File: config.mk
export PLATFORM = sky130hd
export DESIGN_NAME = rfks_queue
export DESIGN_NICKNAME = d
export VERILOG_FILES = /design/src/rfks_pkg.sv /design/src/rfks_queue.sv
export SDC_FILE = /design/constraint.sdc
export NUM_CORES = 1
export LEC_CHECK = 0
export BUFFER_PORTS_ARGS = -buffer_cell sky130_fd_sc_hd__buf_2
export CELL_PAD_IN_SITES_DETAIL_PLACEMENT = 1
export CELL_PAD_IN_SITES_GLOBAL_PLACEMENT = 1
export CORE_MARGIN = 8
export CORE_UTILIZATION = 35
export CTS_BUF_LIST = sky130_fd_sc_hd__clkbuf_8
export DETAILED_ROUTE_END_ITERATION = 16
export PLACE_DENSITY = 0.69
export SLEW_MARGIN = 20
export SYNTH_ARGS = -nofsm -noshare
export SYNTH_HDL_FRONTEND = slang
export SYNTH_SLANG_ARGS = --single-unit
File: constraint.sdc
create_clock -name clk -period 6.8 [get_ports clk]
set_clock_uncertainty 0.05 [all_clocks]
set_input_delay 0.34 -clock clk [delete_from_list [all_inputs] [get_ports clk]]
set_output_delay 0.34 -clock clk [all_outputs]
set_load 0.005 [all_outputs]
File: src/rfks_pkg.sv
// Package for the range-filtered k-nearest-neighbor scan.
// Holds sizes, command codes and the front-to-back request type; no dependencies.
`default_nettype none
package rfks_pkg;
	localparam int DIM_MAX = 128;
	localparam int K_MAX = 16;
	localparam int DIM_W = $clog2(DIM_MAX);
	localparam int K_W = $clog2(K_MAX);
	localparam int KCNT_W = $clog2(K_MAX + 1);
	localparam int DIST_W = 42;
	localparam int KEY_W = 32;
	localparam int VAL_W = 16;

	localparam logic [1:0] CMD_QUERY = 2'd0;
	localparam logic [1:0] CMD_POINT = 2'd1;
	localparam logic [1:0] CMD_FINISH = 2'd2;

	localparam logic [1:0] REG_KEY_LOW = 2'd0;
	localparam logic [1:0] REG_KEY_HIGH = 2'd1;
	localparam logic [1:0] REG_NCOUNT = 2'd2;
	localparam logic [1:0] REG_VLEN = 2'd3;

	// Request from front to back: offer a finished point, or finish and emit.
	typedef struct packed {
		logic finish;
		logic [DIST_W-1:0] sqdist;
		logic signed [KEY_W-1:0] key;
	} req_t;
endpackage
`default_nettype wire

File: src/rfks_queue.sv
// Short request queue between the front and back parts.
// Depends on rfks_pkg for req_t.
`default_nettype none
module rfks_queue
	import rfks_pkg::*;
(
	input  wire logic clk,
	input  wire logic arst_n,
	input  wire logic push,
	input  wire req_t push_req,
	output logic space,
	output logic pop_valid,
	output req_t pop_req,
	input  wire logic pop
);
	// Eight entries; front keeps three in flight so space means at least four free.
	localparam int DEPTH = 8;
	req_t mem [DEPTH];
	logic [2:0] wp_q, rp_q;
	logic [3:0] cnt_q;

	assign space = cnt_q <= 4'd4;
	assign pop_valid = cnt_q != 0;
	assign pop_req = mem[rp_q];

	always_ff @(posedge clk) if (push) mem[wp_q] <= push_req;

	always_ff @(posedge clk or negedge arst_n) begin
		if (!arst_n) begin
			wp_q <= '0;
			rp_q <= '0;
			cnt_q <= '0;
		end else begin
			if (push) wp_q <= wp_q + 1'b1;
			if (pop) rp_q <= rp_q + 1'b1;
			cnt_q <= cnt_q + 4'(push) - 4'(pop);
		end
	end
endmodule
`default_nettype wire

# --- Word level (Yosys, flattened, before mapping) ---
# Memories as Yosys holds them, arrays and structs flattened.
# Cells that the tools add are included.
totals:
  latchBits: 0
  in_bits: 79
  ramBits: 600
  ff_bits: 10
  output_inout_bits: 77
  word_cells: 12
  memories: 1
  mem_bits_ro: 0
classes:
  n_mul: 0
  order_cmp: 1
  muxes: 2
  shift: 0
  bitwise: 0
  div: 0
  add_sub_neg: 4
  n_eq_ne: 0
  reduce_logical: 1
mem_list:
  columns: ["memory", "depth", "width", "read_ports", "rd_ports_with_merged_regs", "wr", "line_no", "source"]
  rows:
  - ["mem", 8, 75, 1, 0, 1, "rfks_queue.sv:18", "req_t mem [DEPTH];"]
ops:
  columns: ["operator", "count"]
  rows:
  - ["adder 3 x 1 -> 3 bit (second input constant)", 2]
  - ["adder 4 x 1 -> 4 bit", 1]
  - ["less-or-equal comparator 4 x 3 -> 1 bit (second input constant)", 1]
  - ["nonzero test 4 bit", 1]
  - ["subtractor 4 x 1 -> 4 bit", 1]
  - ["two-way mux 1 bit", 2]

# --- Depth between registers and ports, before layout ---
# Gate-level depths: netlist of run 1.
depth:
  word_depth: 2
  mapped_depth: 7
  ltp_nobuf: 7

# --- Worst setup path after synthesis of run 1 ---
# OpenSTA, ideal clock, no wires.
synth_timing:
  kind: "reg-to-reg"
  startpoint: "register wp_q[1]"
  endpoint: "memory mem[0][0] (netlist name), enable pin"
  setup_slack_ns: 0.489
  required_time_ns: 6.150
  t_arrival_ns: 5.661
  path_stages_with_launch: 3
  n_path_buf: 0
  cell_sequence: "dfrtp_1 -> nand2b_1 -> nor3_1"
synth_rtl:
  columns: ["element", "line_no", "source"]
  rows:
  - ["from (decl)", "rfks_queue.sv:19", "logic [2:0] wp_q, rp_q;"]
  - ["from (signal assigned)", "rfks_queue.sv:34", "if (push) wp_q <= wp_q + 1'b1;"]
  - ["to (decl)", "rfks_queue.sv:18", null]
# Straight into the memory's write port.

==> reports/metrics.csv, run 1 <==
metric,value,unit
fin nets,1325,
post-synthesis sequential area ratio,79.2,%
IO Count,156,
cell taking the most area after synthesis,edfxtp_1,
WP data arrival,3.60,ns
met2 wire length,26300,um
hold_buf cts,79,
largest net degree at the start of global routing,118,
synth unique cells,20,
total gr overflow,0,
Crit Path Max Fanout,63,
top layer in use,met5,
Clk Tree Root Cell,clkbuf_8,
CTS tree,done,
setup_tns,0,ns
Critical path buffers and inverters,3,
initial antenna violation count,5,
RSZ-0062 raised after global routing,false,
Util after Layout,41.9,%
DRT Pass-1 Iters,4,
VDD IR max,0.206,mV
Wirelength per Cell,23.1,um
dominant synthesized flop cell,edfxtp_1,
met3 WL post-DR,2760,um
die height,273,um
Final Max Slew Viols,0,
Post-Route WL,50300,um
Crit path largest cell delay,0.92,ns
share of post-route cells with drive strength above 1,40.3,%
Max Freq,250,MHz
H-tree Lvls,3,
Syn Nets,1011,
clk_lat worst skew,0.68,ns
Final ANT Viol Nets,0,
global-route wire length before repair,75600,um
metal1 wirelength,20300,um
DR iter-0 viols,651,
CP Capture Type,primary output,
Min-Delay Path Class,input port to flip-flop,
RePlAce Congestion,0.662,
vias per cell,4.84,
Fin. Hold Viols,0,
Area contributors post-synth,"edfxtp_1, mux4_2, mux2_2",
origin of the worst setup path,rp_q[0],
CP startpoint kind,flip-flop,
Hold Crit Start,push_req[69],
area share of the largest cell type after synthesis,78.1,%
CP Class,flip-flop to primary output,
Crit-path slowest cell,dfrtp_4,
# Post-CTS Setup Buffers,0,
Syn Std Cell Area,23100,um^2
Die ar.,74400,um^2
largest delay contributor family on the critical path,buffers and inverters,
Placeable Area,65500,um^2
register area,18300,um^2
Tcrit/Tclk final,58.7,%
DR vias,10500,
most common cell in the synthesized netlist,edfxtp_1,
Total GRT Usage,13.5,%
CP cell instances,buf_12 -> buf_16 -> mux4_2 -> mux2_2 -> buf_2,
leakage power,9.05,nW
clock sink count,610,
TritonCTS Buffers,100,
CTS Buffer Depth,3,
outcome,"finished, final reports clean",
worst hold slack,0.407,ns
top post-synthesis cells by count,"edfxtp_1, mux4_2, mux2_2",
Worst Path Required,6.41,ns
filler cell count,6159,
"EDFF count, synth",600,
Post-Syn Instances,923,
Final min period,3.99,ns
"Reg clk slew, reported paths",0.06,ns
# rows,94,
PwrDens,401,nW/um^2
post-route DRC violation count,0,
Layout area overhead,19.0,%
synth warn,0,
worst rel slew slack,30.4,%
chip width,273,um
vias in the first global route,12100,
Worst Max-Slew Pin Slew,1.04,ns
post-CTS sizing,0,
asr flop ratio synth,1.64,%
synthesized flop and latch total,610,
Syn Area/Cell,25.0,um^2
post-DP HPWL,27300,um
number of port buffers,155,
multi-input logic area,4570,um^2
endpoints failing setup,0,
initial core utilization,35.2,%
Reg-to-Reg Start,wp_q[1],
max cap viols,0,
[cell type report]
class                           count  share of cell area (%)
Sequential cell                   610                    66.6
Clock inverter                     72                    1.26
Inverter                            8                   0.109
Timing Repair Buffer              254                    6.42
Tap cell                          864                    3.94
Clock buffer                      100                    5.01
Antenna cell                        4                  0.0365
Multi-Input combinational cell    263                    16.6
[final timing paths]
check                                    to  slack, ns  cells past startpoint
worst max-delay path            pop_req[27]       2.81                      5
worst min-delay path             mem[2][69]       0.41                      2
worst max register to register   mem[0][57]       4.10                      4
worst min register to register      wp_q[1]       0.51                      1
max in group asynchronous           rp_q[0]       5.67                      3
min in group asynchronous           rp_q[2]       0.64                      3
[cell families after synthesis]
| logic type | synth area share (%) |
|---|---|
| DFF | 79.2 |
| muxes | 18.4 |
| buffers and inverters | 1.23 |
| and+or+nand+nor | 0.336 |
| adders and majority gates | 0.521 |
| xor gates and xnor gates | 0.228 |
| AOI/OAI and AO/OA | 0.0759 |
[flip-flops by register name, indices dropped and copies added (netlist names)]
| name | cells |
|---|---|
| mem | 600 |
| cnt_q | 4 |
| rp_q | 3 |
| wp_q | 3 |
[where the power goes]
group / switching [W] / leakage (nW) / total (W) / internal, W
registers: 0.000324 / 5.56 / 0.00506 / 0.00473
logic: 0.00152 / 2.48 / 0.00317 / 0.00165
clock network: 0.00139 / 1.01 / 0.00279 / 0.00140
total: 0.00323 / 9.05 / 0.0110 / 0.00779
[routing by layer]
layer / up-vias / track usage [%]
met3: 74 / 3.64
li1: 4584 / -
met2: 277 / 24.1
met4: 2 / 3.71
met5: - / 0
met1: 5590 / 16.0
[layout by cell type (no fill, tap or decap), drive strengths merged, types with 2 or more instances in the layout]
cell and n:
buf 175, clkbuf 100, clkinv 32, dfrtp 10, diode 4, dlygate4sd3 79, edfxtp 600, ha 8
inv 46, mux2 77, mux4 150, nand2 6, nand2b 3, nor2 7, nor3 2, xnor2 3
xor2 3
[per-stage QoR]
| stage | instances | total power [W] | cell area [um^2] | setup slack (ns) |
|---|---|---|---|---|
| global route | 2173 | 0.0116 | 27400 | 2.41 |
| detailed placement | 1919 | 0.00838 | 24900 | 3.43 |
| finish | 2175 | 0.0110 | 27500 | 2.81 |
| global placement | 1919 | 0.00831 | 24900 | 3.41 |
| CTS | 2170 | 0.0113 | 27400 | 2.62 |
| floorplan | 923 | 0.00719 | 23100 | 0.489 |
Power figures use the tool's default switching activity.
==> inputs of run 2 (changes only) <==
Clock period 6.8 ns to 3.27 ns, I/O delays scaled along.
==> reports/metrics.csv, run 2 (synthesis results as in run 1) <==
metric,value,unit
Final Max Slew Viols,0,
max cap viols,0,
Layout area overhead,20.5,%
Worst Path Required,3.06,ns
PnR Total Power,0.0234,W
Crit-path slowest cell,dfrtp_4,
"reg-to-reg slack, setup",1.15,ns
Clk Tree Root Cell,clkbuf_8,
Largest regs,"mem x600, cnt_q x4",
IO Count,156,
Placeable Area,65500,um^2
share of post-route cells with drive strength above 1,41.2,%
die height,273,um
Tcrit/Tclk final,89.9,%
largest net degree at the start of global routing,47,
post-DP HPWL,27600,um
VDD IR max,0.381,mV
# rows,94,
Worst Max-Slew Pin Slew,0.790,ns
initial antenna violation count,3,
Total GRT Usage,13.2,%
Top reg by flops,mem,
Wirelength per Cell,22.6,um
Largest register FFs,600,
outcome,"finished, final reports clean",
post-route DRC violation count,0,
CP startpoint kind,flip-flop,
chip width,273,um
CP Class,flip-flop to primary output,
CTS Buffer Depth,3,
PwrDens,842,nW/um^2
worst rel slew slack,47.3,%
Crit Path Max Fanout,41,
Final Non-Filler Cells,2189,
RePlAce Congestion,0.670,
TritonCTS Buffers,101,
DRT Pass-1 Iters,4,
vias per cell,4.85,
clock sink count,610,
clk_lat worst skew,0.66,ns
Die ar.,74400,um^2
H-tree Lvls,3,
post-CTS sizing,0,
initial core utilization,35.2,%
Final min period,2.94,ns
Fin. Hold Viols,0,
RSZ-0062 raised after global routing,false,
CTS tree,done,
CP cell instances,buf_4 -> mux4_2 -> mux2_2 -> buf_2,
"Reg clk slew, reported paths",0.06,ns
Post-Route WL,49400,um
Cells after DPL,1934,
global-route wire length before repair,74600,um
Max Freq,340,MHz
leakage power,9.21,nW
WP data arrival,2.73,ns
number of port buffers,155,
"commonest non-fill, non-tap cell in the layout",edfxtp_1,
Final ANT Viol Nets,0,
fin nets,1340,
DR vias,10600,
Min-Delay Path Class,input port to flip-flop,
DR iter-0 viols,538,
"commonest non-fill, non-tap cells in the layout","edfxtp_1, buf_2, mux4_2, clkbuf_8, dlygate4sd3_1",
total gr overflow,0,
vias in the first global route,12100,
Crit path largest cell delay,0.95,ns
endpoints failing setup,0,
CP Capture Type,primary output,
## run 2: final cells by class
cell class | count | area [um^2]
multi-input cells | 263 | 4580
diodes | 3 | 7.51
flip-flops and latches | 610 | 18300
repair buffers | 268 | 2020
clock buffers | 105 | 1450
clock inverters | 68 | 350
well taps | 864 | 1080
inverters | 8 | 30.0
fillers | 6149 | 37700
## run 2: metal layers
| layer | vias up | share of wire (%) | track usage [%] |
|---|---|---|---|
| met5 | - | 0 | 0 |
| met4 | 0 | 1.6 | 3.59 |
| met3 | 73 | 4.4 | 3.39 |
| met2 | 223 | 52 | 23.0 |
| met1 | 5700 | 42 | 16.3 |
| li1 | 4624 | - | - |
## run 2: through the flow
stage | setup slack, ns | cell area (um^2) | util (%) | TNS (ns) | hold slack, ns
2_1_floorplan | -1.04 | 23100 | - | -492.36 | -0.182
3_3_place_gp | 0.957 | 25200 | 38.5 | 0 | 0.0222
3_5_place_dp | 0.940 | 25200 | 38.5 | 0 | 0.0239
4_1_cts | 0.178 | 27800 | 42.4 | 0 | 0.168
5_1_grt | 0.127 | 27800 | 42.4 | 0 | 0.202
6_report | 0.330 | 27800 | 42.4 | 0 | 0.263
## run 2: final timing paths
check | startpoint | to | cells past startpoint
worst max-delay path | rp_q[2] | pop_req[3] | 4
worst min-delay path | push_req[10] | mem[5][10] | 2
worst max register to register | wp_q[2] | mem[3][42] | 3
worst min register to register | wp_q[1] | wp_q[1] | 1
max in group asynchronous | arst_n | rp_q[2] | 3
min in group asynchronous | arst_n | cnt_q[3] | 3
## run 2: critical path: cells and delay by family (launching register included)
family | cells | cell delay [ns]
flops | 1 | 0.95
mux | 2 | 0.65
buf+inv | 2 | 0.46
## run 2: what timing repair did
action / CTS / global route
endpoints found under the hold margin: 618 / 0
hold buffers: 79 / 0
buffers inserted: 0 / 0
## run 2: where the power goes
| part | switching (W) | total [W] | internal, W |
|---|---|---|---|
| registers | 0.000516 | 0.0103 | 0.00983 |
| clock network | 0.00289 | 0.00601 | 0.00312 |
| logic | 0.00338 | 0.00704 | 0.00366 |
| total | 0.00679 | 0.0234 | 0.0166 |
==> inputs of run 3 (changes only) <==
Settings changed: ABC_AREA set to 1, PLACE_DENSITY 0.69 to 0.74.
==> reports/metrics.csv, run 3 <==
metric,value,unit
Largest regs,"mem x600, cnt_q x4",
WP data arrival,2.59,ns
worst setup margin,0.471,ns
R2R depth,3,
Placeable Area,75900,um^2
Clk Tree Root Cell,clkbuf_8,
vias in the first global route,19500,
Die ar.,85700,um^2
Tcrit/Tclk final,85.6,%
CP Capture Type,primary output,
Syn Area/Cell,10.1,um^2
"commonest non-fill, non-tap cells in the layout","nand2_1, inv_1, edfxtp_1, nand3_1, buf_2",
Layout area overhead,17.4,%
worst hold slack,0.237,ns
DR iter-0 viols,1043,
DR vias,18300,
worst rel slew slack,39.7,%
# Post-CTS Setup Buffers,0,
Post-Route WL,70200,um
"Reg clk slew, reported paths",0.06,ns
VDD IR max,1.05,mV
number of port buffers,155,
origin of the worst setup path,rp_q[0],
cell taking the most area after synthesis,edfxtp_1,
die height,293,um
"commonest non-fill, non-tap cell in the layout",nand2_1,
Top reg by flops,mem,
Post-Syn Instances,2662,
post-DP HPWL,36300,um
Final ANT Viol Nets,0,
area share of the largest cell type after synthesis,67.2,%
filler cell count,8566,
DRT Pass-1 Iters,5,
synthesized flop and latch total,610,
Reg-to-Reg Start,wp_q[0],
global-route wire length before repair,109000,um
CTS tree,done,
initial core utilization,35.3,%
IO Count,156,
Syn Nets,2750,
total gr overflow,0,
CTS Buffer Depth,3,
Worst Max-Slew Pin Slew,0.905,ns
chip width,293,um
leakage power,14.5,nW
H-tree Lvls,3,
initial antenna violation count,10,
endpoints failing setup,0,
TritonCTS Buffers,105,
Final Max Slew Viols,0,
largest net degree at the start of global routing,153,
CP Class,flip-flop to primary output,
Total GRT Usage,16.2,%
Area contributors post-synth,"edfxtp_1, nand2_1, inv_1",
Worst path most repeated cell,nand2_1,
"reg-to-reg slack, setup",1.29,ns
CP endpoint,pop_req[41],
Worst Path Required,3.06,ns
Crit-path slowest cell,dfrtp_4,
outcome,"finished, final reports clean",
clk_lat worst skew,0.68,ns
dominant synthesized flop cell,edfxtp_1,
clock sink count,610,
Wirelength per Cell,17.4,um
RSZ-0062 raised after global routing,false,
post-CTS sizing,0,
Min-Delay Path Class,input port to flip-flop,
largest delay contributor family on the critical path,buffers and inverters,
CP cell instances,inv_8 -> buf_4 -> nand2_1 -> nand3_1 -> nand2_1 -> nand2_1 -> nand2_1 -> buf_2,
Crit Path Max Fanout,97,
post-route DRC violation count,0,
Crit path largest cell delay,0.53,ns
fin nets,3004,
share of post-route cells with drive strength above 1,11.0,%
WP depth,8,
Critical path buffers and inverters,3,
RePlAce Congestion,0.714,
Max Freq,357,MHz
Reg-to-Reg End,mem[3][50],
asr flop ratio synth,1.64,%
synth warn,0,
top post-synthesis cells by count,"nand2_1, inv_1, edfxtp_1",
synth unique cells,20,
CP startpoint kind,flip-flop,
Syn Std Cell Area,26800,um^2
PwrDens,812,nW/um^2
Final min period,2.80,ns
most common cell in the synthesized netlist,nand2_1,
# rows,101,
Fin. Hold Viols,0,
vias per cell,4.53,
"EDFF count, synth",600,
Largest register FFs,600,
pre-CTS WS,1.14,ns
max cap viols,0,
post-synthesis sequential area ratio,68.1,%
==> run 3: cell types whose count changed after synthesis, sizes merged, moves of 3 or more <==
| cell | change |
|---|---|
| buf | +85 |
| clkbuf | -10 |
| inv | +609 |
| mux2 | -77 |
| mux4 | -150 |
| nand2 | +983 |
| nand2b | -3 |
| nand3 | +301 |
==> run 3: worst min-delay path by stage <==
stage	startpoint	to	slack, ns	cells after the start
final	push_req[24]	mem[1][24]	0.24	2
after global routing	push_req[31]	mem[1][31]	0.21	2
after CTS	push_req[34]	mem[0][34]	0.14	2
after detailed placement	arst_n	cnt_q[3]	0.01	1
after global placement	arst_n	cnt_q[3]	0.01	1
after floorplan	arst_n	cnt_q[0]	-0.18	0
==> run 3: what timing repair did <==
action / CTS / global route
setup endpoints to repair: 0 / 0
hold buffers: 79 / 0
hold endpoints to repair: 619 / 0
==> run 3: area by class of cell <==
| class | instances | area [um^2] | area share, % |
|---|---|---|---|
| Sequential cell | 610 | 18300 | 58.1 |
| Multi-Input combinational cell | 1318 | 5500 | 17.5 |
| Inverter | 617 | 2330 | 7.41 |
| Timing Repair Buffer | 264 | 2050 | 6.53 |
| Clock buffer | 108 | 1490 | 4.72 |
| Tap cell | 1030 | 1290 | 4.09 |
| Clock inverter | 84 | 508 | 1.61 |
| Antenna cell | 9 | 22.5 | 0.0716 |
==> run 3: logic make-up after synthesis <==
| kind of cell | count (synthesis) | share of synthesized area, % |
|---|---|---|
| AOI/OAI and AO/OA | 4 | 0.0746 |
| and+or+nand+nor | 1300 | 19.6 |
| adders and majority gates | 9 | 0.448 |
| DFF | 610 | 68.1 |
| buffers and inverters | 734 | 11.6 |
| xor gates and xnor gates | 5 | 0.163 |
==> run 3: stage by stage <==
stage | std cells | cell area, um^2 | setup TNS, ns | util, % | power, W
global route | 4037 | 31500 | 0 | 41.4 | 0.0273
finish | 4040 | 31500 | 0 | 41.4 | 0.0255
floorplan | 2662 | 26800 | -346.00 | - | 0.0158
CTS | 4031 | 31500 | 0 | 41.4 | 0.0260
global placement | 3760 | 28700 | 0 | 37.7 | 0.0189
detailed placement | 3760 | 28700 | 0 | 37.7 | 0.0192
==> run 3: metal layers <==
layer,track usage (%),share of wire [%],up-vias
met5,0,0.019,-
met4,5.97,2.2,2
met3,2.84,4.1,105
met2,28.5,50,325
met1,19.8,44,9056
li1,-,-,8793
==> run 3: report_power, final <==
group	leakage, nW	switching (W)	internal [W]
Clock	1.12	0.00310	0.00353
Combinational	7.81	0.00635	0.00286
Sequential	5.57	0.000219	0.00949
Total	14.5	0.00966	0.0159
